===== config.mk =====
export PLATFORM = sky130hd
export DESIGN_NAME = blr_queue
export DESIGN_NICKNAME = d
export VERILOG_FILES = /design/src/rtl/blr_pkg.sv /design/src/rtl/blr_queue.sv
export SDC_FILE = /design/constraint.sdc
export NUM_CORES = 1
export LEC_CHECK = 0
export BUFFER_PORTS_ARGS = -buffer_cell sky130_fd_sc_hd__clkbuf_2
export CAP_MARGIN = 20
export CORE_MARGIN = 10
export CORE_UTILIZATION = 42
export DETAILED_ROUTE_END_ITERATION = 10
export SETUP_SLACK_MARGIN = 0.3
export SKIP_CTS_REPAIR_TIMING = 1
export SLEW_MARGIN = 20
export SYNTH_ARGS = -nofsm -noshare
export SYNTH_HDL_FRONTEND = slang
export SYNTH_SLANG_ARGS = --single-unit

===== constraint.sdc =====
create_clock -name clock -period 4.3 [get_ports clock]
set_input_delay 0.645 -clock clock [delete_from_list [all_inputs] [get_ports clock]]
set_output_delay 0.645 -clock clock [all_outputs]
set_load 0.03 [all_outputs]

===== src/rtl/blr_pkg.sv =====
package blr_pkg;

   localparam int DEF_MAX_COLUMNS = 1024;
   localparam int DEF_MAX_ROWS    = 1024;

   localparam int QUEUE_DEPTH = 4;

   localparam int FIELD_W = 16;   // input coordinate width
   localparam int COORD_W = 17;   // working coordinate, room for y + 7
   localparam int SPAN_W  = 16;   // |dx| and |dy|
   localparam int ERR_W   = 19;   // Bresenham error term
   localparam int CFG_W   = 11;
   localparam int BYTE_BITS = 8;
   localparam int ROW_CNT_W = $clog2(BYTE_BITS);
   localparam logic [ROW_CNT_W-1:0] LAST_ROW = ROW_CNT_W'(BYTE_BITS - 1);

   localparam logic [CFG_W-1:0] RESET_WIDTH  = 11'd743;
   localparam logic [CFG_W-1:0] RESET_HEIGHT = 11'd557;

   localparam logic [1:0] KIND_MOVE = 2'd0;
   localparam logic [1:0] KIND_DRAW = 2'd1;
   localparam logic [1:0] KIND_READ = 2'd2;

   localparam logic CSR_WIDTH  = 1'b0;
   localparam logic CSR_HEIGHT = 1'b1;

   typedef enum logic {
      OP_LINE,
      OP_READ
   } op_type;

   typedef enum logic [2:0] {
      ST_CLEAR,
      ST_IDLE,
      ST_LINE,
      ST_READ,
      ST_FIN
   } back_state_type;

   // one job handed from the front end to the back end
   typedef struct packed {
      op_type                     op;
      logic signed [COORD_W-1:0]  x;
      logic signed [COORD_W-1:0]  y;
      logic                       x_major;
      logic                       sx_neg;
      logic                       sy_neg;
      logic [SPAN_W-1:0]          count;
      logic signed [ERR_W-1:0]    err;
      logic signed [ERR_W-1:0]    inc_diag;
      logic signed [ERR_W-1:0]    inc_axis;
   } job_type;

endpackage


===== src/rtl/blr_queue.sv =====
module blr_queue
   import blr_pkg::*;
(
   input  logic    clock,
   input  logic    reset,
   input  logic    push,
   input  job_type push_job,
   output logic    full,
   input  logic    pop,
   output job_type head_job,
   output logic    empty
);

   localparam int PTR_W = $clog2(QUEUE_DEPTH);
   localparam int CNT_W = $clog2(QUEUE_DEPTH + 1);
   localparam logic [CNT_W-1:0] DEPTH_CNT = CNT_W'(QUEUE_DEPTH);
   localparam logic [PTR_W-1:0] LAST_PTR  = PTR_W'(QUEUE_DEPTH - 1);

   job_type          slot_ff [QUEUE_DEPTH];
   logic [PTR_W-1:0] wr_ptr_ff, wr_ptr_in;
   logic [PTR_W-1:0] rd_ptr_ff, rd_ptr_in;
   logic [CNT_W-1:0] count_ff, count_in;

   always_comb begin
      wr_ptr_in = wr_ptr_ff;
      rd_ptr_in = rd_ptr_ff;
      count_in  = count_ff;
      if (push) begin
         wr_ptr_in = (wr_ptr_ff == LAST_PTR) ? '0 : wr_ptr_ff + 1'b1;
      end
      if (pop) begin
         rd_ptr_in = (rd_ptr_ff == LAST_PTR) ? '0 : rd_ptr_ff + 1'b1;
      end
      if (push && !pop) begin
         count_in = count_ff + 1'b1;
      end else if (pop && !push) begin
         count_in = count_ff - 1'b1;
      end
   end

   always_ff @(posedge clock) begin
      if (reset) begin
         wr_ptr_ff <= '0;
         rd_ptr_ff <= '0;
         count_ff  <= '0;
      end else begin
         wr_ptr_ff <= wr_ptr_in;
         rd_ptr_ff <= rd_ptr_in;
         count_ff  <= count_in;
      end
   end

   always_ff @(posedge clock) begin
      if (push) begin
         slot_ff[wr_ptr_ff] <= push_job;
      end
   end

   assign full     = (count_ff == DEPTH_CNT);
   assign empty    = (count_ff == '0);
   assign head_job = slot_ff[rd_ptr_ff];

   a_no_overflow: assert property (@(posedge clock) disable iff (reset)
      full |-> !push)
      else $error("job pushed into full queue");

   a_no_underflow: assert property (@(posedge clock) disable iff (reset)
      empty |-> !pop)
      else $error("job popped from empty queue");

   a_count_up: assert property (@(posedge clock) disable iff (reset)
      (push && !pop) |=> (count_ff == $past(count_ff) + 1'b1))
      else $error("queue count lost a push");

endmodule


## Yosys cells after proc, flatten, opt, wreduce, memory -nomap -nowiden

Memory sizes are Yosys's and may differ from the RTL's. A register that Yosys moved wholly into a read port is not among the register bits.
Cells that the tools add are included.

| operators by class | value |
|---|---|
| muxes and demuxes | 8 |
| reduce and logical (&&, ||, !) cells | 6 |
| $add $sub $neg | 4 |
| equality and inequality tests | 3 |

Operators by type and width:

| kind | number |
|---|---|
| $mux 2 | 4 |
| $mux 3 | 2 |
| $add 2x1->2 const B | 2 |
| $eq 2x2->1 const B | 2 |
| $add 3x1->3 const B | 1 |
| $eq 3x3->1 const B | 1 |
| $logic_not 3->1 | 1 |
| $sub 3x1->3 const B | 1 |
| $logic_and 1x1->1 | 2 |
| $logic_not 1->1 | 2 |
| $mux 1 | 2 |
| $reduce_bool 2->1 | 1 |

| storage, ports and cells | value |
|---|---|
| memories | 1 |
| output and inout bits | 113 |
| bits of input ports | 115 |
| flip-flop bits (word level) | 7 |
| memory bits (writable) | 444 |

Memory list:

| memory | depth | bits a word | read ports | clocked after memory_dff | wr ports | line | source |
|---|---|---|---|---|---|---|---|
| slot_ff | 4 | 111 | 1 | 1 | 1 | blr_queue.sv:19 | `job_type slot_ff [QUEUE_DEPTH];` |

## Longest topological paths before layout

| logic depth | value |
|---|---|
| depth after elaboration | 4 |
| mapped depth | 7 |
| gate-level depth less buffers | 7 |

## Least setup slack after synthesis

No wires, ideal clock.

| path | value |
|---|---|
| path type | in2reg |
| start | input port push |
| end | memory slot_ff[0][0] in the netlist's numbering (enable) |
| stages | 1 |
| data arrival time | 3.199 ns |
| buffers on the path | 0 |
| setup slack | 0.619 ns |
| library setup time | 0.482 ns |
| cell sequence | and2_1 |

| on the way | value |
|---|---|
| word-level cells in the longest chain between the ends | 2 |

RTL lines:

| what | line | source |
|---|---|---|
| start, declared | blr_queue.sv:6 | `input logic push,` |
| $mux 1 | blr_queue.sv:54 | `if (push) begin` |
| $mux 1 (implied by the code) | blr_queue.sv:55 | `slot_ff[wr_ptr_ff] <= push_job;` |
| end, declared | blr_queue.sv:19 |  |

No other way between the ends.

==> impl_metrics.env <==
export IMPL_drc_errors=0
export IMPL_peakVddDrop_uv=309
export IMPL_dieWidth_um=218
export IMPL_antenna_found_initial=4
export IMPL_path_cells="buf_4 -> mux4_2 -> clkbuf_2"
export IMPL_power_internal_mw=7.65
export IMPL_netlist_top_cells_area="edfxtp_1 (81%), mux4_2 (15%), dfxtp_1 (1.1%)"
export IMPL_crit_slowest_cell="dfxtp_4"
export IMPL_wl_um=32900
export IMPL_synth_ff_type="edfxtp_1"
export IMPL_pwr_share_comb=0.104
export IMPL_synth_async_reset_ratio=0
export IMPL_p_leak_nw=6.64
export IMPL_p_clk_frac=0.379
export IMPL_hold_viol_final=0
export IMPL_cp_max_fo=32
export IMPL_path_buf_inv=2
export IMPL_skew_ns=0.0138
export IMPL_h_tree_depth=2
export IMPL_setup_viol=0
export IMPL_cts_buffers=47
export IMPL_synth_top_area_share=0.811
export IMPL_vias_per_cell=5.13
export IMPL_die_h_um=218
export IMPL_worstPathRequired_ns=3.65
export IMPL_top_level_ports=228
export IMPL_critPathKind="reg2out"
export IMPL_hold_class="in2reg"
export IMPL_synth_most_common_cell="edfxtp_1"
export IMPL_syn_cell_area_um2=16400
export IMPL_yosysWarnings=0
export IMPL_period_share=0.749
export IMPL_io_buffers=227
export IMPL_seq_area_um2=13500
export IMPL_drv_slew=0
export IMPL_dieArea_um2=47500
export IMPL_ys_types=19
export IMPL_clock_sink_count=453
export IMPL_clk_latency_ns=0.55
export IMPL_fmax_ghz=0.310
export IMPL_core_area_um2=38600
export IMPL_rsz0062_at_grt="no"
export IMPL_ys_seq_area_frac=0.822
export IMPL_syn_inst=623
export IMPL_nFillCells=3049
export IMPL_drtPass1Iterations=4
export IMPL_num_vias=7381
export IMPL_synth_edff_count=444
export IMPL_path_delay_family="flip-flops"
export IMPL_area_growth_pct=19.8
export IMPL_finish_utilization=0.510
export IMPL_root_buffer="clkbuf_16"
export IMPL_gp_congestion=0.686
export IMPL_dp_cells=1359
export IMPL_multi_input_area_um2=2760
export IMPL_synth_largest_area_cell="edfxtp_1"
export IMPL_slew_headroom=0.357
export IMPL_grt_pass1_wl_um=50300
export IMPL_syn_area_per_cell_um2=26.4
export IMPL_p_seq_frac=0.518
export IMPL_startpoint_type="flip-flop"
export IMPL_grt_pass1_vias=8069
export IMPL_placementRows=72
export IMPL_synthTopCellsByCount="edfxtp_1 (444), mux4_2 (111), buf_2 (11)"
export IMPL_power_switching_mw=2.26
export IMPL_routedWlPerCell_um=22.8
export IMPL_synth_nets=745
export IMPL_hpwl_um=20200
export IMPL_grt_usage=0.139
export IMPL_worst_ep_arrival_time_ns=2.58
export IMPL_max_stage_delay_ns=0.81
export IMPL_ys_ff_latch=453
export IMPL_fin_tns_setup_ns=0
export IMPL_power_mw=9.91
export IMPL_clkTransAtPathRegs_ns=0.06
export IMPL_overflow=0
export IMPL_max_cap_viol_count=0
export IMPL_ant_nets=0
export IMPL_worst_slew_pin_slew_ns=0.964
export IMPL_drtIter0Drc=460
export IMPL_fin_crit_ns=3.22
export IMPL_final_nets=1012
export IMPL_antennaDiodeCount=0
export IMPL_status="complete, no violations"
export IMPL_final_cells=1440
export IMPL_swShare=0.228
export IMPL_grt_max_degree=57
export IMPL_endpoint_kind="primary output"
export IMPL_initial_core_util=0.426
export IMPL_drive_above_1_share=0.450
export IMPL_cts_buffer_depth=3
export IMPL_power_density_nw_per_um2=503
export IMPL_cts_tree="yes"
-- layer usage --
metal	vias up	share of wire	global-route usage
met3	54	0.070	0.0411
met2	220	0.48	0.215
li1	3231	-	-
met1	3870	0.43	0.185
met5	-	0.0011	0
met4	6	0.020	0.0458
-- per-stage QoR --
stage / setup slack, ns / hold WS [ns] / cell area, µm²
6_report: 1.08 / 0.309 / 19700
5_1_grt: 0.893 / 0.284 / 19700
4_1_cts: 0.948 / 0.263 / 19700
3_5_place_dp: 1.57 / 0.494 / 18300
3_3_place_gp: 1.56 / 0.483 / 18300
2_1_floorplan: 0.619 / 0.460 / 16400
-- power groups by stage --
stage	registers (mW)	logic (mW)	clock network [mW]
2_1_floorplan	5.20	0.702	0
3_5_place_dp	5.22	1.05	0
5_1_grt	5.15	1.10	4.05
6_report	5.13	1.03	3.75
3_3_place_gp	5.22	1.05	0
4_1_cts	5.13	1.06	3.88
-- final timing paths --
| path | start | to | slack [ns] | cells after the start |
|---|---|---|---|---|
| worst min-delay path | push_job[65] | slot_ff[0][65] | 0.31 | 1 |
| worst max register to register | wr_ptr_ff[0] | slot_ff[2][12] | 2.18 | 4 |
| worst max-delay path | flip-flop | head_job[25] | 1.08 | 3 |
| worst min register to register | count_ff[2] | count_ff[2] | 0.50 | 2 |
-- logic make-up (layout without fill, tap and decap cells) --
| kind of cell | Yosys count | in the layout | share of synthesized area |
|---|---|---|---|
| AO/OA/AOI/OAI | 3 | 3 | 0.000913 |
| XOR/XNOR | 2 | 2 | 0.00107 |
| adder cells (fa/ha/maj) | 7 | 7 | 0.00578 |
| buffers and inverters | 28 | 327 | 0.0116 |
| flip-flops | 453 | 453 | 0.822 |
| multiplexers | 115 | 115 | 0.154 |
| AND/OR/NAND/NOR | 15 | 15 | 0.00472 |
-- sequential cells by signal, indices dropped and copies added, names as in the netlist, named ones only --
name       flops
count_ff       3
rd_ptr_ff      2
slot_ff      444
wr_ptr_ff      2
-- cell usage in the layout, fill, tap and decap left out, drive strengths merged, types with 2 or more instances in the layout --
cell / Yosys / routed
nor2: 7 / 7
clkinv: 0 / 12
dfxtp: 9 / 9
ha: 6 / 6
bufinv: 0 / 2
mux4: 111 / 111
inv: 4 / 4
xor2: 2 / 2
a21oi: 2 / 2
and2: 4 / 4
nor3b: 2 / 2
edfxtp: 444 / 444
clkbuf: 3 / 294
buf: 21 / 15
mux2i: 4 / 4
-- final cells by class --
class	count	share of cell area
timing repair buffer	242	0.0678
clock buffer	67	0.0667
inverter	4	0.000762
clock inverter	14	0.00553
sequential	453	0.686
multi-input combinational	142	0.140
tap	518	0.0329
Note: power is estimated with default switching activity, not from simulation.
