### src/rtl/blr_pkg.sv
package blr_pkg;

   localparam int DEF_MAX_COLUMNS = 1024;
   localparam int DEF_MAX_ROWS    = 1024;

   localparam int QUEUE_DEPTH = 4;

   localparam int FIELD_W = 16;   // input coordinate width
   localparam int COORD_W = 17;   // working coordinate, room for y + 7
   localparam int SPAN_W  = 16;   // |dx| and |dy|
   localparam int ERR_W   = 19;   // Bresenham error term
   localparam int CFG_W   = 11;
   localparam int BYTE_BITS = 8;
   localparam int ROW_CNT_W = $clog2(BYTE_BITS);
   localparam logic [ROW_CNT_W-1:0] LAST_ROW = ROW_CNT_W'(BYTE_BITS - 1);

   localparam logic [CFG_W-1:0] RESET_WIDTH  = 11'd743;
   localparam logic [CFG_W-1:0] RESET_HEIGHT = 11'd557;

   localparam logic [1:0] KIND_MOVE = 2'd0;
   localparam logic [1:0] KIND_DRAW = 2'd1;
   localparam logic [1:0] KIND_READ = 2'd2;

   localparam logic CSR_WIDTH  = 1'b0;
   localparam logic CSR_HEIGHT = 1'b1;

   typedef enum logic {
      OP_LINE,
      OP_READ
   } op_type;

   typedef enum logic [2:0] {
      ST_CLEAR,
      ST_IDLE,
      ST_LINE,
      ST_READ,
      ST_FIN
   } back_state_type;

   // one job handed from the front end to the back end
   typedef struct packed {
      op_type                     op;
      logic signed [COORD_W-1:0]  x;
      logic signed [COORD_W-1:0]  y;
      logic                       x_major;
      logic                       sx_neg;
      logic                       sy_neg;
      logic [SPAN_W-1:0]          count;
      logic signed [ERR_W-1:0]    err;
      logic signed [ERR_W-1:0]    inc_diag;
      logic signed [ERR_W-1:0]    inc_axis;
   } job_type;

endpackage

### src/rtl/blr_ram.sv
module blr_ram
   import blr_pkg::*;
#(
   parameter int WIDTH = 1,
   parameter int DEPTH = 1024
) (
   input  logic                     clock,
   input  logic                     wr_en,
   input  logic [$clog2(DEPTH)-1:0] wr_addr,
   input  logic [WIDTH-1:0]         wr_data,
   input  logic [$clog2(DEPTH)-1:0] rd_addr,
   output logic [WIDTH-1:0]         rd_data
);

   logic [WIDTH-1:0] mem [DEPTH];
   logic [WIDTH-1:0] rd_data_ff;

   always_ff @(posedge clock) begin
      if (wr_en) begin
         mem[wr_addr] <= wr_data;
      end
      rd_data_ff <= mem[rd_addr];
   end

   assign rd_data = rd_data_ff;

endmodule

### config.mk
export PLATFORM = sky130hd
export DESIGN_NAME = blr_ram
export DESIGN_NICKNAME = d
export VERILOG_FILES = /design/src/rtl/blr_pkg.sv /design/src/rtl/blr_ram.sv
export SDC_FILE = /design/constraint.sdc
export NUM_CORES = 1
export LEC_CHECK = 0
export ABC_AREA = 1
export BUFFER_PORTS_ARGS = -buffer_cell sky130_fd_sc_hd__buf_2
export CAP_MARGIN = 20
export CORE_MARGIN = 4
export CORE_UTILIZATION = 60
export DETAILED_ROUTE_END_ITERATION = 16
export PLACE_DENSITY_LB_ADDON = 0.05
export SLEW_MARGIN = 20
export SYNTH_ARGS = -nofsm -noshare
export SYNTH_HDL_FRONTEND = slang
export SYNTH_SLANG_ARGS = --single-unit
export TNS_END_PERCENT = 5
### constraint.sdc
create_clock -name clock -period 2.1 [get_ports clock]
set_clock_uncertainty 0.1 [all_clocks]
set_input_delay 0.105 -clock clock [delete_from_list [all_inputs] [get_ports clock]]
set_output_delay 0.105 -clock clock [all_outputs]
set_load 0.1 [all_outputs]
# [After elaboration in Yosys (flattened, before gate mapping)]
# Memory sizes are Yosys's and may differ from the RTL's. A register that Yosys moved wholly into a read port is not among the register bits.
# Cells that the tools add are included.
[word_totals] reg_bits=0 ram_bits=1024 inputBits=23 output_inout_bits=1 memories=1
[memory_table] memory="mem" words=1024 word_bits=1 rd=1 rd_clocked_by_memory_dff=1 wr=1 line_no="blr_ram.sv:15" rtl="logic [WIDTH-1:0] mem [DEPTH];"
[classes] muxes=2
[op_table] op="$mux 1" n=2

# [Longest topological paths before layout]
# Gate-level depths: netlist of run 1.
[logic_depth] depth_word=2 depth_mapped=16

# [Least setup slack after synthesis of run 1]
# No wires, ideal clock.
[synth_timing] path_kind="input to register" start="input wr_en" end="memory mem[800] (enable)" setup_ns=0.300 arrival_time_ns=1.257 t_required_ns=1.700 setup_slack_ns=0.443 stages=5 path_buffers=3 path_cell_list="clkbuf_1 buf_1 nand3_1 clkbuf_1 nor2_1"
[synth_via] elab_chain_cells=2
[synth_lines] item="start: declaration" line_no="blr_ram.sv:8" rtl="input logic wr_en,"
[synth_lines] item="$mux 1" line_no="blr_ram.sv:19" rtl="if (wr_en) begin"
[synth_lines] item="$mux 1 (not written as such)" line_no="blr_ram.sv:20" rtl="mem[wr_addr] <= wr_data;"
[synth_lines] item="end: declaration" line_no="blr_ram.sv:15"
# Every way passes these cells.

==> results of run 1 <==
synthesized netlist by cell type, drive strengths merged:
library cell / n / share of area
nor3: 24 / 0.0028
buf: 216 / 0.030
edfxtp: 1024 / 0.66
nor2: 1042 / 0.084
nand3: 1021 / 0.11
dfxtp: 1 / 0.00043
nand4: 7 / 0.00094
clkbuf: 196 / 0.016
inv: 46 / 0.0038
nand2: 1102 / 0.089
cell usage in the layout (no fill, tap or decap), drive strengths merged:
cell type    Yosys  layout
nand4            7       7
nand2         1102    1102
dlygate4sd3      0       8
inv             46      46
nand3         1021    1021
bufinv           0       8
edfxtp        1024    1024
diode            0       5
clkbuf         196     135
clkinvlp         0       4
dfxtp            1       1
clkinv           0      43
nor3            24      24
buf            216     326
nor2          1042    1042
power groups by stage:
stage	logic [W]	clock network, W	registers (W)
global placement	0.00307	0	0.0230
finish	0.00317	0.0181	0.0225
CTS	0.00312	0.0183	0.0225
floorplan	0.00159	0	0.0230
detailed placement	0.00309	0	0.0230
global route	0.00338	0.0192	0.0225
metal layers:
| layer | part of all wire | up-vias |
|---|---|---|
| met5 | 0 | - |
| met4 | 0.041 | 0 |
| met3 | 0.12 | 349 |
| met2 | 0.46 | 2175 |
| met1 | 0.38 | 17427 |
| li1 | - | 15899 |
worst max-delay path, stage by stage (launching register included):
cell and delay [ns]:
edfxtp_1 0.37, nand2_1 0.09, nand3_1 0.08, nand3_1 0.09
nand3_1 0.06, nand3_1 0.12, nand3_1 0.20, nand3_1 0.25
nand2_1 0.09, nand2_1 0.12, nand3_1 0.11, nand3_1 0.08
nand2_1 0.05
through the flow:
step           std cells  power (W)  setup WS [ns]  hold WS, ns   util
2_1_floorplan       4679     0.0246          0.443        0.104      -
3_3_place_gp        5623     0.0260         -0.323        0.391  0.646
3_5_place_dp        5623     0.0260         -0.285        0.383  0.646
4_1_cts             5821     0.0439          0.195       0.0424  0.690
5_1_grt             5821     0.0451         0.0444        0.104  0.690
6_report            5826     0.0438          0.186       0.0675  0.690
how the worst min path moves through the flow:
stage                          start  endpoint  slack (ns)  cells after the start
after detailed placement  rd_addr[9]   rd_data        0.38                      3
after floorplan              wr_data    mem[0]        0.10                      0
after global routing           wr_en  mem[745]        0.10                      4
final                     wr_addr[0]  mem[686]        0.07                      4
after global placement    rd_addr[9]   rd_data        0.39                      3
after CTS                 wr_addr[0]  mem[686]        0.04                      4
sequential cells by signal (all words and copies together), names as in the netlist:
signal	cells
rd_data	1
mem	1024
layout make-up:
type	count	area (µm²)	area share
Antenna cell	5	12.5	0.000238
Sequential cell	1025	30800	0.584
Timing Repair Buffer	334	3710	0.0704
Clock buffer	135	2820	0.0536
Multi-Input combinational cell	3196	13400	0.254
Tap cell	1030	1290	0.0245
Clock inverter	55	472	0.00895
Inverter	46	203	0.00385
what timing repair did:
| action | in CTS | in global routing |
|---|---|---|
| hold endpoints to repair | 120 | 0 |
| hold buffers | 8 | 0 |
| gates resized for setup | 0 | 0 |
cells by family (layout without fill, tap and decap cells):
family	count (synthesis)	in the layout	synth area share
simple gates	3196	3196	0.287
other cells	0	5	0
flops	1025	1025	0.663
buf+inv	458	570	0.0494
==> flow_summary.ini, run 1 <==
[outcome]
outcome = complete, no violations

[die]
rows = 101
initial_core_util = 0.608
ioPinCount = 24
die_width_um = 286
dieArea_um2 = 81800
die_height_um = 286
coreArea_um2 = 76300

[setup_path]
path_max_fanout = 1
critPathLaunch = mem[730]
cp-end-kind = register
arrival_ns = 2.36
reg2reg_from = mem[730]
cp.required_ns = 2.54
worstReg2RegEnd = rd_data
critPathKind = reg2reg
endpoint = rd_data
start_kind = register
reg2reg_slack_ns = 0.19
rr_worst_depth = 12

[final_layout]
fillers = 5939
syn_to_final_growth_pct = 13.6
design_area_um2 = 52700
drive_above_1_share = 0.105
layout.nets = 4730

[global_route]
gr-max-usage-layer = met2
track_usage = 0.347
grt_max_degree = 99
grt-ovfl-total = 0
grt_first_pass_wirelength_mm = 212
use_met3 = 0.0614
first_global_vias = 33314
grt_util_met1 = 0.498
antenna_found_initial = 5
use_met2 = 0.538

[route]
routed_wl_mm = 143
dr.pass1.iters = 6
via_per_inst = 6.15
vias = 35850
wire_per_inst_um = 24.5
drc = 0
ant_nets = 0
drt_iter0_markers = 4998

[placed_design]
port_buffers = 23
place_area_um2 = 49300
hpwl_mm = 78.9
gp_congestion = 0.864

[power]
netSwitchingFraction = 0.226
combPwrFrac = 0.072
switching_power_w = 0.00991
clkPwrFrac = 0.414
internal-power_w = 0.0339
seqPwrFrac = 0.514
ir_worst_vdd_v = 0.000690
p_leak_nw = 17.9
powerDensity_nw_per_um2 = 832

[logic_synthesis]
synthCells = 4679
yosys.cell_types.count = 17
ys_seq_area_frac = 0.663
avgSynthCellArea_um2 = 9.91
syn_area_um2 = 46400
syn-num-nets = 4702
yosys_register_bits = 1025
yosysWarningCount = 0

[clock_tree]
cts_root_buf = clkbuf_16
cts_tree = built
clkTransAtPathRegs_ns = 0.06
numCtsBuffers = 104
cts.sinks = 1025
postCtsSetupRepairBufs = 0
clk_path_buf_depth = 3
cts-htree-levels = 3
clk_latency_ns = 0.66

[timing]
maxSlewHeadroom = 0.552
final_max_slew_viol_count = 0
hold_violations = 0
max_freq_ghz = 0.522
post-route-period-util = 0.912
worst_slew_pin_slew_ns = 0.672
fin_tns_setup_ns = 0
rsz0062_at_grt = false
setup_viol_count_final = 0
min_period_ns = 1.91

[flow_run]
cap_viol_max_count = 0

[hold_path]
worst_hold_path_type = in2reg
Power figures use the tool's default switching activity.
==> run 2, diff against run 1 <==
- CTS_BUF_LIST: default -> sky130_fd_sc_hd__clkbuf_8 sky130_fd_sc_hd__clkbuf_16
==> run 2 against run 1 <==
Compared with the run above: die area unchanged; count of clock-buffer cells in the layout is 25 lower; global-route usage about the same; sequential share of layout area barely moved; largest cell class unchanged; largest power group unchanged; highest routed layer unchanged.
==> flow_summary.ini, run 2 (synthesis gave the netlist of run 1 again) <==
[outcome]
outcome = complete, no violations

[placed_design]
port_buffers = 23
post-place-cells = 5623
hpwl_mm = 78.9
gp_congestion = 0.864
place_ws_ns = -0.285
place_area_um2 = 49300

[route]
routed_wl_mm = 143
drc = 0
dr.pass1.iters = 6
ant_nets = 0
via_per_inst = 6.14
wire_per_inst_um = 24.5
drt_iter0_markers = 4948
vias = 35749

[timing]
final_max_slew_viol_count = 0
rsz0062_at_grt = false
worst_slew_pin_slew_ns = 0.655
post-route-period-util = 0.930
setup_viol_count_final = 0
fin_ws_ns = 0.146
maxSlewHeadroom = 0.564
fin_tns_setup_ns = 0
max_freq_ghz = 0.512
min_period_ns = 1.95
hold_violations = 0

[final_layout]
syn_to_final_growth_pct = 13.5
mostFrequentLayoutCells = 1,080 x nand2_1, 1,042 x nor2_1, 1,024 x edfxtp_1
largest_register = mem
multi_input_area_um2 = 13400
layout.cells.most_common = nand2_1
layout.nets = 4730
design_area_um2 = 52700
drive_above_1_share = 0.105
fillers = 5939
ff_latch_area_um2 = 30800
largest_reg_flops = 1024
final-instance-count-excl-fill = 5825

[clock_tree]
cts.sinks = 1025
numCtsBuffers = 104
cts_tree = built
clk_latency_ns = 0.66
clkTransAtPathRegs_ns = 0.06
cts_root_buf = clkbuf_16
cts-htree-levels = 3
postCtsSetupRepairBufs = 0
clk_path_buf_depth = 3

[hold_path]
worst_hold_path_type = in2reg
whs_endpoint = mem[686]
worstHoldStart = wr_addr[0]
hold_depth = 4

[setup_path]
cp.required_ns = 2.55
rr_worst_depth = 12
start_kind = register
worstReg2RegEnd = rd_data
reg2reg_slack_ns = 0.15
critPathKind = reg2reg
cp-end-kind = register
reg2reg_from = mem[730]
arrival_ns = 2.40
path_max_fanout = 1

[power]
power_w = 0.0437
p_leak_nw = 18.0
powerDensity_nw_per_um2 = 830
ir_worst_vdd_v = 0.000691

[global_route]
grt_max_degree = 99
grt-ovfl-total = 0
first_global_vias = 33304
grt_first_pass_wirelength_mm = 212
track_usage = 0.348
antenna_found_initial = 5

[die]
die_height_um = 286
ioPinCount = 24
die_width_um = 286
dieArea_um2 = 81800
rows = 101
initial_core_util = 0.608
coreArea_um2 = 76300

[flow_run]
cap_viol_max_count = 0
[run 2: where the power goes]
group          internal, W  switching [W]  leakage, nW
clock network       0.0103        0.00774         1.71
logic             0.000988        0.00219         7.11
registers           0.0225     0.00000824         9.21
total               0.0338        0.00994         18.0
[run 2: worst max-delay path by stage]
stage | slack [ns] | to | from
after CTS | 0.20 | rd_data | mem[730]
after global routing | 0.05 | rd_data | mem[706]
final | 0.15 | rd_data | mem[730]
after floorplan | 0.44 | mem[800] | wr_en
after global placement | -0.32 | rd_data | rd_addr[0]
after detailed placement | -0.28 | rd_data | rd_addr[0]
[run 2: final cells by class]
cell class,count,share of cell area
inverter,46,0.00385
clock inverter,80,0.0107
antenna,4,0.000190
multi-input combinational,3196,0.254
tap,1030,0.0245
timing repair buffer,334,0.0704
clock buffer,110,0.0518
sequential,1025,0.584
[run 2: critical path: stages, from the launching register on]
cell and delay (ns):
edfxtp_1 0.37, nand2_1 0.09, nand3_1 0.08, nand3_1 0.09, nand3_1 0.06, nand3_1 0.13
nand3_1 0.20, nand3_1 0.26, nand2_1 0.09, nand2_1 0.12, nand3_1 0.13, nand3_1 0.09
nand2_1 0.05
[run 2: layer usage]
metal  routed length [µm]  vias up  GRT usage
met5                    0        -          0
met2                64800     2139      0.537
met3                16800      384     0.0619
met4                 6200        0      0.135
li1                     -    15893          -
met1                55000    17333      0.498
[run 2: repair_timing]
| item | CTS | global route |
|---|---|---|
| endpoints found under the setup margin | 0 | 0 |
| endpoints found under the hold margin | 120 | 0 |
| gates resized for setup | 0 | 0 |
| hold buffers | 8 | 0 |
[run 2: stage by stage]
step	util	hold WS, ns
finish	0.690	0.0678
floorplan	-	0.104
detailed placement	0.646	0.383
CTS	0.690	0.0424
global placement	0.646	0.391
global route	0.690	0.104
