--- src/rtl/blr_pkg.sv ---
package blr_pkg;

   localparam int DEF_MAX_COLUMNS = 1024;
   localparam int DEF_MAX_ROWS    = 1024;

   localparam int QUEUE_DEPTH = 4;

   localparam int FIELD_W = 16;   // input coordinate width
   localparam int COORD_W = 17;   // working coordinate, room for y + 7
   localparam int SPAN_W  = 16;   // |dx| and |dy|
   localparam int ERR_W   = 19;   // Bresenham error term
   localparam int CFG_W   = 11;
   localparam int BYTE_BITS = 8;
   localparam int ROW_CNT_W = $clog2(BYTE_BITS);
   localparam logic [ROW_CNT_W-1:0] LAST_ROW = ROW_CNT_W'(BYTE_BITS - 1);

   localparam logic [CFG_W-1:0] RESET_WIDTH  = 11'd743;
   localparam logic [CFG_W-1:0] RESET_HEIGHT = 11'd557;

   localparam logic [1:0] KIND_MOVE = 2'd0;
   localparam logic [1:0] KIND_DRAW = 2'd1;
   localparam logic [1:0] KIND_READ = 2'd2;

   localparam logic CSR_WIDTH  = 1'b0;
   localparam logic CSR_HEIGHT = 1'b1;

   typedef enum logic {
      OP_LINE,
      OP_READ
   } op_type;

   typedef enum logic [2:0] {
      ST_CLEAR,
      ST_IDLE,
      ST_LINE,
      ST_READ,
      ST_FIN
   } back_state_type;

   // one job handed from the front end to the back end
   typedef struct packed {
      op_type                     op;
      logic signed [COORD_W-1:0]  x;
      logic signed [COORD_W-1:0]  y;
      logic                       x_major;
      logic                       sx_neg;
      logic                       sy_neg;
      logic [SPAN_W-1:0]          count;
      logic signed [ERR_W-1:0]    err;
      logic signed [ERR_W-1:0]    inc_diag;
      logic signed [ERR_W-1:0]    inc_axis;
   } job_type;

endpackage

--- src/rtl/blr_back.sv ---
module blr_back
   import blr_pkg::*;
#(
   parameter int MAX_COLUMNS = DEF_MAX_COLUMNS,
   parameter int MAX_ROWS    = DEF_MAX_ROWS
) (
   input  logic                                  clock,
   input  logic                                  reset,
   input  logic                                  csr_write,
   input  logic                                  csr_index,
   input  logic [CFG_W-1:0]                      csr_data,
   input  logic                                  queue_empty,
   input  job_type                               queue_job,
   output logic                                  queue_pop,
   output logic                                  clearing,
   output logic                                  ram_wr_en,
   output logic [$clog2(MAX_COLUMNS)+$clog2(MAX_ROWS)-1:0] ram_wr_addr,
   output logic                                  ram_wr_data,
   output logic [$clog2(MAX_COLUMNS)+$clog2(MAX_ROWS)-1:0] ram_rd_addr,
   input  logic                                  ram_rd_data,
   output logic                                  rsp_valid,
   output logic [BYTE_BITS-1:0]                  rsp_column_byte
);

   localparam int COL_W  = $clog2(MAX_COLUMNS);
   localparam int ROW_W  = $clog2(MAX_ROWS);
   localparam int ADDR_W = COL_W + ROW_W;
   localparam logic [FIELD_W-1:0] MAX_COL_LIM = FIELD_W'(MAX_COLUMNS);
   localparam logic [FIELD_W-1:0] MAX_ROW_LIM = FIELD_W'(MAX_ROWS);

   back_state_type             state_ff, state_in;
   logic [CFG_W-1:0]           width_ff, width_in;
   logic [CFG_W-1:0]           height_ff, height_in;
   logic [ADDR_W-1:0]          clr_addr_ff, clr_addr_in;
   logic signed [COORD_W-1:0]  cur_x_ff, cur_x_in;
   logic signed [COORD_W-1:0]  cur_y_ff, cur_y_in;
   logic signed [ERR_W-1:0]    err_ff, err_in;
   logic signed [ERR_W-1:0]    inc_diag_ff, inc_diag_in;
   logic signed [ERR_W-1:0]    inc_axis_ff, inc_axis_in;
   logic                       x_major_ff, x_major_in;
   logic                       sx_neg_ff, sx_neg_in;
   logic                       sy_neg_ff, sy_neg_in;
   logic [SPAN_W-1:0]          count_ff, count_in;
   logic [ROW_CNT_W-1:0]       row_ff, row_in;
   logic                       hit_ff, hit_in;
   logic [BYTE_BITS-2:0]       bits_ff, bits_in;
   logic                       rsp_valid_ff, rsp_valid_in;
   logic [BYTE_BITS-1:0]       rsp_byte_ff, rsp_byte_in;

   logic [FIELD_W-1:0]         eff_w, eff_h;
   logic                       pix_hit;
   logic [ADDR_W-1:0]          pix_addr;
   logic                       err_pos;
   logic                       got_bit;
   logic signed [COORD_W-1:0]  step_x, step_y;

   // pixel under the cursor, clipped to the programmed size
   always_comb begin
      eff_w = ({5'b0, width_ff} < MAX_COL_LIM) ? {5'b0, width_ff} : MAX_COL_LIM;
      eff_h = ({5'b0, height_ff} < MAX_ROW_LIM) ? {5'b0, height_ff} : MAX_ROW_LIM;
      pix_hit = !cur_x_ff[COORD_W-1] && !cur_y_ff[COORD_W-1]
                && (cur_x_ff[FIELD_W-1:0] < eff_w) && (cur_y_ff[FIELD_W-1:0] < eff_h);
      pix_addr = {cur_y_ff[ROW_W-1:0], cur_x_ff[COL_W-1:0]};
      err_pos  = !err_ff[ERR_W-1] && (err_ff != '0);
      got_bit  = ram_rd_data && hit_ff;
      step_x   = sx_neg_ff ? -COORD_W'(1) : COORD_W'(1);
      step_y   = sy_neg_ff ? -COORD_W'(1) : COORD_W'(1);
   end

   // next state
   always_comb begin
      state_in = state_ff;
      case (state_ff)
         ST_CLEAR: begin
            if (clr_addr_ff == '1) begin
               state_in = ST_IDLE;
            end
         end
         ST_IDLE: begin
            if (!queue_empty) begin
               state_in = (queue_job.op == OP_LINE) ? ST_LINE : ST_READ;
            end
         end
         ST_LINE: begin
            if (count_ff == '0) begin
               state_in = ST_IDLE;
            end
         end
         ST_READ: begin
            if (row_ff == LAST_ROW) begin
               state_in = ST_FIN;
            end
         end
         ST_FIN:  state_in = ST_IDLE;
         default: state_in = ST_CLEAR;
      endcase
   end

   // outputs toward queue and memory
   always_comb begin
      queue_pop   = 1'b0;
      clearing    = 1'b0;
      ram_wr_en   = 1'b0;
      ram_wr_addr = pix_addr;
      ram_wr_data = 1'b1;
      case (state_ff)
         ST_CLEAR: begin
            clearing    = 1'b1;
            ram_wr_en   = 1'b1;
            ram_wr_addr = clr_addr_ff;
            ram_wr_data = 1'b0;
         end
         ST_IDLE: queue_pop = !queue_empty;
         ST_LINE: ram_wr_en = pix_hit;
         default: ;
      endcase
   end

   assign ram_rd_addr = pix_addr;

   // datapath
   always_comb begin
      width_in     = width_ff;
      height_in    = height_ff;
      clr_addr_in  = clr_addr_ff;
      cur_x_in     = cur_x_ff;
      cur_y_in     = cur_y_ff;
      err_in       = err_ff;
      inc_diag_in  = inc_diag_ff;
      inc_axis_in  = inc_axis_ff;
      x_major_in   = x_major_ff;
      sx_neg_in    = sx_neg_ff;
      sy_neg_in    = sy_neg_ff;
      count_in     = count_ff;
      row_in       = row_ff;
      hit_in       = hit_ff;
      bits_in      = bits_ff;
      rsp_valid_in = 1'b0;
      rsp_byte_in  = rsp_byte_ff;

      if (csr_write) begin
         if (csr_index == CSR_WIDTH) begin
            width_in = csr_data;
         end else begin
            height_in = csr_data;
         end
      end

      case (state_ff)
         ST_CLEAR: clr_addr_in = clr_addr_ff + 1'b1;
         ST_IDLE: begin
            cur_x_in    = queue_job.x;
            cur_y_in    = queue_job.y;
            err_in      = queue_job.err;
            inc_diag_in = queue_job.inc_diag;
            inc_axis_in = queue_job.inc_axis;
            x_major_in  = queue_job.x_major;
            sx_neg_in   = queue_job.sx_neg;
            sy_neg_in   = queue_job.sy_neg;
            count_in    = queue_job.count;
            row_in      = '0;
         end
         ST_LINE: begin
            count_in = count_ff - 1'b1;
            // major axis always advances, minor one only on a positive error
            if (x_major_ff) begin
               cur_x_in = cur_x_ff + step_x;
               if (err_pos) begin
                  cur_y_in = cur_y_ff + step_y;
               end
            end else begin
               cur_y_in = cur_y_ff + step_y;
               if (err_pos) begin
                  cur_x_in = cur_x_ff + step_x;
               end
            end
            err_in = err_pos ? err_ff + inc_diag_ff : err_ff + inc_axis_ff;
         end
         ST_READ: begin
            // issue row k now, take row k-1 from the memory
            hit_in   = pix_hit;
            cur_y_in = cur_y_ff + COORD_W'(1);
            row_in   = row_ff + 1'b1;
            if (row_ff != '0) begin
               bits_in = {got_bit, bits_ff[BYTE_BITS-2:1]};
            end
         end
         ST_FIN: begin
            rsp_valid_in = 1'b1;
            rsp_byte_in  = {got_bit, bits_ff};
         end
         default: ;
      endcase
   end

   always_ff @(posedge clock) begin
      if (reset) begin
         state_ff     <= ST_CLEAR;
         clr_addr_ff  <= '0;
         width_ff     <= RESET_WIDTH;
         height_ff    <= RESET_HEIGHT;
         rsp_valid_ff <= 1'b0;
      end else begin
         state_ff     <= state_in;
         clr_addr_ff  <= clr_addr_in;
         width_ff     <= width_in;
         height_ff    <= height_in;
         rsp_valid_ff <= rsp_valid_in;
      end
   end

   always_ff @(posedge clock) begin
      cur_x_ff    <= cur_x_in;
      cur_y_ff    <= cur_y_in;
      err_ff      <= err_in;
      inc_diag_ff <= inc_diag_in;
      inc_axis_ff <= inc_axis_in;
      x_major_ff  <= x_major_in;
      sx_neg_ff   <= sx_neg_in;
      sy_neg_ff   <= sy_neg_in;
      count_ff    <= count_in;
      row_ff      <= row_in;
      hit_ff      <= hit_in;
      bits_ff     <= bits_in;
      rsp_byte_ff <= rsp_byte_in;
   end

   assign rsp_valid       = rsp_valid_ff;
   assign rsp_column_byte = rsp_byte_ff;

   a_rsp_after_fin: assert property (@(posedge clock) disable iff (reset)
      rsp_valid_ff |-> $past(state_ff == ST_FIN))
      else $error("result strobe without a finished read");

   a_line_counts_down: assert property (@(posedge clock) disable iff (reset)
      (state_ff == ST_LINE && count_ff != '0)
      |=> (state_ff == ST_LINE && count_ff == $past(count_ff) - 1'b1))
      else $error("line walk skipped or repeated a pixel");

endmodule

--- config.mk ---
export PLATFORM = sky130hd
export DESIGN_NAME = blr_back
export DESIGN_NICKNAME = d
export VERILOG_FILES = /design/src/rtl/blr_pkg.sv /design/src/rtl/blr_back.sv
export SDC_FILE = /design/constraint.sdc
export NUM_CORES = 1
export LEC_CHECK = 0
export BUFFER_PORTS_ARGS = -buffer_cell sky130_fd_sc_hd__buf_4
export CORE_MARGIN = 4
export CORE_UTILIZATION = 45
export DETAILED_ROUTE_END_ITERATION = 12
export PLACE_DENSITY = 0.66
export SYNTH_ARGS = -nofsm -noshare
export SYNTH_HDL_FRONTEND = slang
export SYNTH_SLANG_ARGS = --single-unit
--- constraint.sdc ---
create_clock -name clock -period 7.2 [get_ports clock]
set_clock_uncertainty 0.1 [all_clocks]
set_input_delay 0.72 -clock clock [delete_from_list [all_inputs] [get_ports clock]]
set_output_delay 0.72 -clock clock [all_outputs]
set_load 0.03 [all_outputs]
* After elaboration in Yosys (flattened, before gate mapping)
Cells that the tools add are included.
Word-level totals: flip-flop bits (word level) 175, bits of input ports 128, output and inout port bits 53, word-level logic and storage cells 91
Operators by class: add/sub/neg operators 8, $lt $le $gt $ge 4, equal/unequal tests 12, muxes and demuxes 26, bitwise gates (word level) 1, reductions and logical operators 22
Operators by type and width (count):
- $mux W17 | 6
- $pmux W17 S3 | 1
- $add A19 B19 Y19 | 2
- $pmux W19 S2 | 1
- $add A17 B17 Y17 | 2
- $pmux W17 S2 | 1
- $lt A16 B11 Y1 | 2
- $pmux W16 S2 | 1
- $lt A11 B11 Y1 const B | 2
- $mux W11 | 2
- $add A20 B1 Y20 const B | 1
- $eq A20 B20 Y1 const B | 1
- $mux W20 | 1
- $mux W19 | 1
- $reduce_bool A19 Y1 | 1
- $add A17 B2 Y17 const B | 1
- $logic_not A16 Y1 | 1
- $sub A16 B1 Y16 const B | 1
- $pmux W3 S5 | 1
- $mux W3 | 4
- $reduce_and A2 Y1 | 5
- $ne A2 B2 Y1 const B | 4
- $eq A3 B2 Y1 const B | 2
- $eq A3 B3 Y1 const B | 2
- other kinds (13) | 27

* Longest topological paths before layout
Gate-level depths: netlist of the first run.
depth after elaboration 6, depth in mapped cells 13, mapped depth without buffers 12

* Worst setup path after synthesis of the first run
Ideal clock, no wire load.
path type register to register, start register err_ff[5], end register err_ff[12], data pin, library setup time 0.267 ns, arrival time 3.368 ns, data required time 6.833 ns, slack 3.465 ns, cell stages (with the launch flop) 14, path buffers 1, clock period less this slack 3.735 ns, cell sequence edfxtp_1 -> nor4_1 -> nand3_1 -> o21ba_2 -> clkbuf_1 -> mux2_2 -> ha_1 -> fa_1 -> a211oi_1 -> o21ai_0 -> a31oi_1 -> o221ai_1 -> xnor2_1 -> o21ai_0
Between the ends: cells in the longest elaborated chain, start to end 4, elaborated cells between the ends (all ways) 6, classes of those cells 2 x add/sub; 2 x mux; 2 x reduce/logical
Ends and longest elaborated chain:
- start, declared | line blr_back.sv:37 | logic signed [ERR_W-1:0] err_ff, err_in;
- start signal, assigned | line blr_back.sv:215 | err_ff <= err_in;
- parallel branches: the longest is 2 deep, another holds $add A19 B19 Y19
- $mux W19 * | line blr_back.sv:177 | err_in = err_pos ? err_ff + inc_diag_ff : err_ff + inc_axis_ff;
- $pmux W19 S2 * | line blr_back.sv:149 | case (state_ff)
- net err_in[12] | line blr_back.sv:37
Mark *: on every way through the listed nets, which the timed path passes. A chain may end at the register's enable or synchronous reset.

* Final worst setup path of the first run
start register err_ff[12], end register err_ff[12], data pin
The elaborated chain is that of the path after synthesis.

==> results of run 1 <==
-- sequential cells by signal (all words and copies together) (netlist names), 3 cells and up --
register and count:
inc_axis_ff 19, rsp_column_byte 8, height_ff 11, inc_diag_ff 19, cur_y_ff 17, bits_ff 7, cur_x_ff 17, width_ff 11
count_ff 16, err_ff 19, row_ff 3, clr_addr_ff 20, state_ff 3
-- cells in the mapped netlist, types with 8 or more instances --
cell type  count  area share, %
nand4_1       16           0.94
nand2b_1       9           0.53
nand3_1       27            1.3
inv_1         32            1.1
edfxtp_1     129             37
o31ai_1       15            1.1
xor2_1        32            2.6
clkbuf_1      37            1.3
ha_1          73            8.6
a211oi_1      14           0.99
a21oi_1       57            2.7
nand2_1      158            5.6
o21a_1        13           0.92
nor2_1        55            1.9
a21o_1        14           0.99
o211ai_1       8           0.57
o21ai_0       87            4.1
xnor2_1       27            2.2
mux2i_1       15            1.4
o21bai_1       9           0.64
nor4_1        12           0.71
and2_1         9           0.53
mux2_2        34            3.6
dfxtp_1       46            8.7
buf_4         20            1.4
nor3_1        23            1.1
-- how the worst min path moves through the flow --
stage / start / to / slack (ns) / depth (start not counted)
final: bits_ff[0] / rsp_column_byte[0] / 0.32 / 0
after global routing: queue_job[24] / inc_diag_ff[5] / 0.32 / 1
after CTS: queue_job[25] / inc_diag_ff[6] / 0.33 / 1
after detailed placement: bits_ff[0] / rsp_column_byte[0] / 0.31 / 0
after global placement: bits_ff[0] / rsp_column_byte[0] / 0.30 / 0
after floorplan: bits_ff[0] / rsp_column_byte[0] / 0.30 / 0
-- stage by stage --
step                instances  total power, W  instance area (µm²)
finish                   1538         0.00507                12700
global route             1538         0.00543                12700
floorplan                1069         0.00344                10600
CTS                      1538         0.00509                12700
global placement         1506         0.00410                12100
detailed placement       1506         0.00411                12100
-- worst reg2reg max path, cell delays in order (launching register included) --
cell	delay [ns]
edfxtp_1	0.39
nor4_1	0.48
nand3_1	0.23
o21ba_2	0.45
mux2_2	0.35
ha_1	0.23
fa_1	0.44
a211oi_1	0.38
o21ai_0	0.15
a31oi_1	0.55
o221ai_1	0.26
xnor2_1	0.17
o21ai_0	0.08
-- cells by family after synthesis --
group / Yosys count / synth area share, %
multiplexers: 49 / 5.03
AND/OR/NAND/NOR: 358 / 16.3
buffers and inverters: 94 / 4.06
adder cells (fa/ha/maj): 76 / 9.18
AO/OA/AOI/OAI: 258 / 15.4
flip-flops: 175 / 45.2
XOR/XNOR: 59 / 4.87
-- power by group through the flow --
stage	combinational (W)	sequential, W	clock [W]
after floorplan	0.00189	0.00155	0
after global placement	0.00246	0.00164	0
after detailed placement	0.00247	0.00164	0
after CTS	0.00249	0.00162	0.000982
after global routing	0.00276	0.00165	0.00102
final	0.00249	0.00162	0.000961
-- layer usage --
metal / up-vias / part of all wire (%) / GRT usage (%) / wire length, µm
li1: 4213 / - / - / -
met1: 3870 / 47 / 28.8 / 12500
met2: 269 / 45 / 31.4 / 11900
met3: 32 / 6.0 / 4.29 / 1610
met4: 0 / 2.1 / 6.17 / 558
met5: - / 0 / 0 / 0
-- area by class of cell --
class	count	area, µm²
clock buffer	17	425
clock inverter	15	185
fill	2062	10200
inverter	32	120
multi-input combinational	800	5380
sequential	175	4790
tap	313	392
timing repair buffer	186	1400
-- cells in the final DEF, fill, tap and decap left out, drive strengths merged, types with 4 or more instances in the layout --
cell type	instances
o21bai	9
nand3	27
nor3b	4
or3	6
nand2b	9
or4	4
a211oi	14
inv	41
buf	186
nand2	158
nor2	55
clkinv	5
dfxtp	46
mux2	34
a31oi	6
xnor2	27
mux2i	15
o31a	5
a21oi	57
or2	5
clkbuf	17
ha	73
o211ai	8
edfxtp	129
o21a	13
nor4	13
nand4	17
nor3	24
a21o	14
and2	9
xor2	32
and3	6
o31ai	17
nand3b	4
o21ai	90
nor2b	7
==> reports/metrics.cfg, run 1 <==
[detailed_routing]
drc_errors = 0
drtAntennaViolNets = 0
drt-vias-per-instance = 5.45
vias = 8384
first_pass_iters = 5
route.final.wire_length_um = 26600
drt-initial-drc-count = 540
wl_per_cell_um = 17.3

[power_and_ir_drop]
p_leak_nw = 5.25
combPwrFrac_pct = 49.1
sequentialPowerShare_pct = 32.0
powerDensity_nw_per_um2 = 399
p_int_w = 0.00290
ir_worst_vdd_uv = 164
power_switching_share_pct = 42.8
clkPwrFrac_pct = 19.0
p_sw_w = 0.00217

[sta]
hold-worst-slack_ns = 0.324
setup_ws_ns = 2.63
slew_viol_final = 0
slew_headroom_pct = 19.5
grt_setup_unrepaired = no
tightest_slew_ns = 1.20
fin_setup_tns_ns = 0
fin_crit_ns = 4.57
period_share_pct = 63.4
fmax_mhz = 219
hold_viol = 0
setup_viol = 0

[floorplan]
coreArea_um2 = 22900
die_x_um = 161
io_pins = 181
rows = 55
dieArea_um2 = 26100
die_h_um = 161
start_util_pct = 46.3

[placement]
dp_hpwl_um = 19900
post-place-ws_ns = 2.67
gp_congestion = 0.913
numPortBuffers = 180

[clocking]
cts_tree = done
cts_resized = 0
cts_root_buf = clkbuf_16
clock_latency_ns = 0.44
cts_sinks = 175
cts_buffer_depth = 2
clkTransAtPathRegs_ns = 0.07
h-tree-depth = 4
hold_buffers = 0
postCtsSetupBuffers = 0
cts_inserted_buffers = 17

[synthesis]
ys_dominant_reg_cell = edfxtp_1
yosysWarnings = 0
syn_avg_cell_area_um2 = 9.92
synth-seq-cells = 175
syn_nets = 1273
synth_area_um2 = 10600
async_flop_share_pct = 0
seq_area_frac_synth_pct = 45.2
synth_edf_count = 129
synthDistinctLibCells = 70
synth_cells = 1069

[min_path]
min_path_type = flip-flop to flip-flop

[setup_path]
critPathCapture = err_ff[12]
endpoint_kind = flip-flop
cp.required_ns = 7.25
crit_chain = nor4_1, nand3_1, o21ba_2, mux2_2, ha_1, fa_1, a211oi_1, o21ai_0, a31oi_1, o221ai_1, xnor2_1, o21ai_0
crit_family = compound AO/OA/AOI/OAI gates
worst_path_most_repeated_cell = o21ai_0
crit_path_max_fanout = 20
crit_path_start_kind = flip-flop
cp-startpoint = err_ff[12]
reg2regPathDepth = 12
r2r_setup_slack_ns = 2.63
cp.depth = 12
slowest_delay_ns = 0.55
cp_data_arrival_time_ns = 4.62
regToRegEndpoint = err_ff[12]
crit_type = flip-flop to flip-flop
crit_path_top_delay_cell = a31oi_1
r2r-start = err_ff[12]
crit_buf_inv = 0

[grt]
grt_pass1_wl_um = 42400
grt_max_degree = 98
grt_pass1_vias = 8008
grt-ovfl-total = 0
antenna_found_initial = 0
grt.total_usage_pct = 20.3

[run_status]
status = complete, no violations

[final_layout]
post-route-util_pct = 55.4
n_antenna_cell = 0
layout.nets = 1416
drive_gt1_share_pct = 22.0
syn_to_final_growth_pct = 19.8

[flow_run]
cap_violations = 0

Power figures use the tool's default switching activity.
==> inputs of run 2 (changes only) <==
--- a/config.mk
+++ b/config.mk
@@ -9,7 +9,7 @@
 export CORE_MARGIN = 4
 export CORE_UTILIZATION = 45
 export DETAILED_ROUTE_END_ITERATION = 12
-export PLACE_DENSITY = 0.66
+export PLACE_DENSITY = 0.69
 export SYNTH_ARGS = -nofsm -noshare
 export SYNTH_HDL_FRONTEND = slang
 export SYNTH_SLANG_ARGS = --single-unit
==> constraint.sdc (replaced) <==
create_clock -name clock -period 3.7 [get_ports clock]
set_clock_uncertainty 0.1 [all_clocks]
set_input_delay 0.37 -clock clock [delete_from_list [all_inputs] [get_ports clock]]
set_output_delay 0.37 -clock clock [all_outputs]
set_load 0.03 [all_outputs]
==> reports/metrics.cfg, run 2 (synthesis results as in run 1) <==
[placement]
dp_hpwl_um = 20500  ; +2.8%
gp_congestion = 0.929  ; +1.8%
post-place-ws_ns = -0.0174  ; -2.69 ns
numPortBuffers = 180  ; unchanged
place_area_um2 = 12300  ; +2.0%

[sta]
fin_setup_tns_ns = 0  ; unchanged
slew_viol_final = 0  ; unchanged
fmax_mhz = 284  ; +30%
setup_viol = 0  ; unchanged
fin_crit_ns = 3.52  ; -1.05 ns
grt_setup_unrepaired = yes
hold-worst-slack_ns = 0.0121  ; -0.312 ns
slew_headroom_pct = 14.1  ; -5.4 points
setup_ws_ns = 0.182  ; -2.45 ns
hold_viol = 0  ; unchanged
period_share_pct = 95.1  ; +32 points
tightest_slew_ns = 1.29  ; +0.0803 ns

[setup_path]
crit_path_top_delay_cell = edfxtp_1
crit_buf_inv = 3  ; +3
slowest_delay_ns = 0.42  ; -0.13 ns
crit_type = flip-flop to flip-flop
worst_path_most_repeated_cell = buf_4
crit_chain = nor4_2, buf_4, nand3_1, o21ba_2, buf_4, mux2_2, ha_4, a211o_1, o31ai_2, buf_4, a21oi_2, o31a_1, o31ai_2
endpoint_kind = flip-flop
crit_family = compound AO/OA/AOI/OAI gates
crit_path_start_kind = flip-flop
crit_path_max_fanout = 10  ; -50%
cp_data_arrival_time_ns = 3.68  ; -0.94 ns
cp.required_ns = 3.86  ; -3.39 ns

[grt]
grt.total_usage_pct = 20.7  ; +0.38 points
antenna_found_initial = 0  ; unchanged
grt_max_degree = 69  ; -30%
grt_pass1_vias = 8470  ; +5.8%
grt_pass1_wl_um = 43300  ; +2.2%
grt-ovfl-total = 0  ; unchanged

[clocking]
cts_root_buf = clkbuf_16
cts_buffer_depth = 2  ; unchanged
cts_inserted_buffers = 17  ; unchanged
clock_latency_ns = 0.43  ; about the same
cts_sinks = 175  ; unchanged
h-tree-depth = 4  ; unchanged
cts_tree = done
clkTransAtPathRegs_ns = 0.07  ; about the same

[floorplan]
start_util_pct = 46.3  ; unchanged
die_h_um = 161  ; unchanged
rows = 55  ; unchanged
dieArea_um2 = 26100  ; unchanged
io_pins = 181  ; unchanged
die_x_um = 161  ; unchanged
coreArea_um2 = 22900  ; unchanged

[final_layout]
largest_register_ff_count = 20  ; unchanged
fill_cells = 1974  ; -4.3%
layout.nets = 1482  ; +4.7%
syn_to_final_growth_pct = 26.0
drive_gt1_share_pct = 25.0  ; +3.1 points
ff_latch_area_um2 = 4790  ; unchanged
final_common_cell = buf_4
n_antenna_cell = 0  ; unchanged
design_area_um2 = 13400  ; +5.2%
multi_input_area_um2 = 5500  ; +2.1%
final_cell_mix = buf_4 (220), nand2_1 (156), edfxtp_1 (129)
top_register = clr_addr_ff

[power_and_ir_drop]
p_total_w = 0.0103  ; +100%
powerDensity_nw_per_um2 = 768  ; +92%
p_leak_nw = 5.54  ; +5.5%
ir_worst_vdd_uv = 365  ; +120%

[detailed_routing]
wl_per_cell_um = 17.2  ; -0.63%
drt-vias-per-instance = 5.46  ; +0.20%
first_pass_iters = 5  ; unchanged
vias = 8756  ; +4.4%
drc_errors = 0  ; unchanged
drt-initial-drc-count = 686  ; +27%
route.final.wire_length_um = 27500  ; +3.6%
drtAntennaViolNets = 0  ; unchanged

[run_status]
status = complete, no violations

[flow_run]
cap_violations = 0  ; unchanged

[min_path]
min_path_type = input pin to flip-flop

-- run 2: changes by cell type in the layout (fill, tap and decap cells not counted), sizes merged --
cell	previous run	this run
buf	186	220
dlygate4sd3	0	32
inv	41	38
bufinv	1	2
clkinv	5	6
-- run 2: metrics by stage --
stage	utilization (%)	instances
floorplan	-	1069
global placement	53.8	1538
detailed placement	53.8	1538
CTS	57.8	1600
global route	58.3	1603
finish	58.3	1603
-- run 2: repair_timing --
action | in CTS | in global routing
hold buffers | 31 | 1
pin swaps | 0 | 5
resized for setup | 2 | 26
endpoints found under the setup margin | 6 | 9
hold endpoints to repair | 31 | 1
setup buffers | 0 | 2
-- run 2: final timing paths --
path / startpoint / to / slack, ns / cells past startpoint
min reg2reg: bits_ff[0] / rsp_column_byte[0] / 0.32 / 0
max: err_ff[15] / err_ff[17] / 0.18 / 13
min: queue_job[33] / inc_diag_ff[14] / 0.01 / 1
max reg2reg: err_ff[15] / err_ff[17] / 0.18 / 13
-- run 2: layout make-up --
type                       count  area share (%)
inverter                      32           0.899
clock inverter                14            1.16
clock buffer                  17            3.19
tap                          313            2.93
multi-input combinational    800            41.2
timing repair buffer         252            14.8
sequential                   175            35.9
-- run 2: report_power, final --
part	switching [W]	internal [W]	leakage [nW]
sequential	0.000395	0.00275	1.59
clock	0.000815	0.00101	0.285
combinational	0.00307	0.00223	3.66
-- run 2: layer usage --
layer	GRT usage (%)	part of all wire, %	vias to the layer above
met5	0	0	-
li1	-	-	4339
met2	32.3	45	282
met1	28.2	45	4090
met4	8.14	2.9	0
met3	4.29	6.9	45
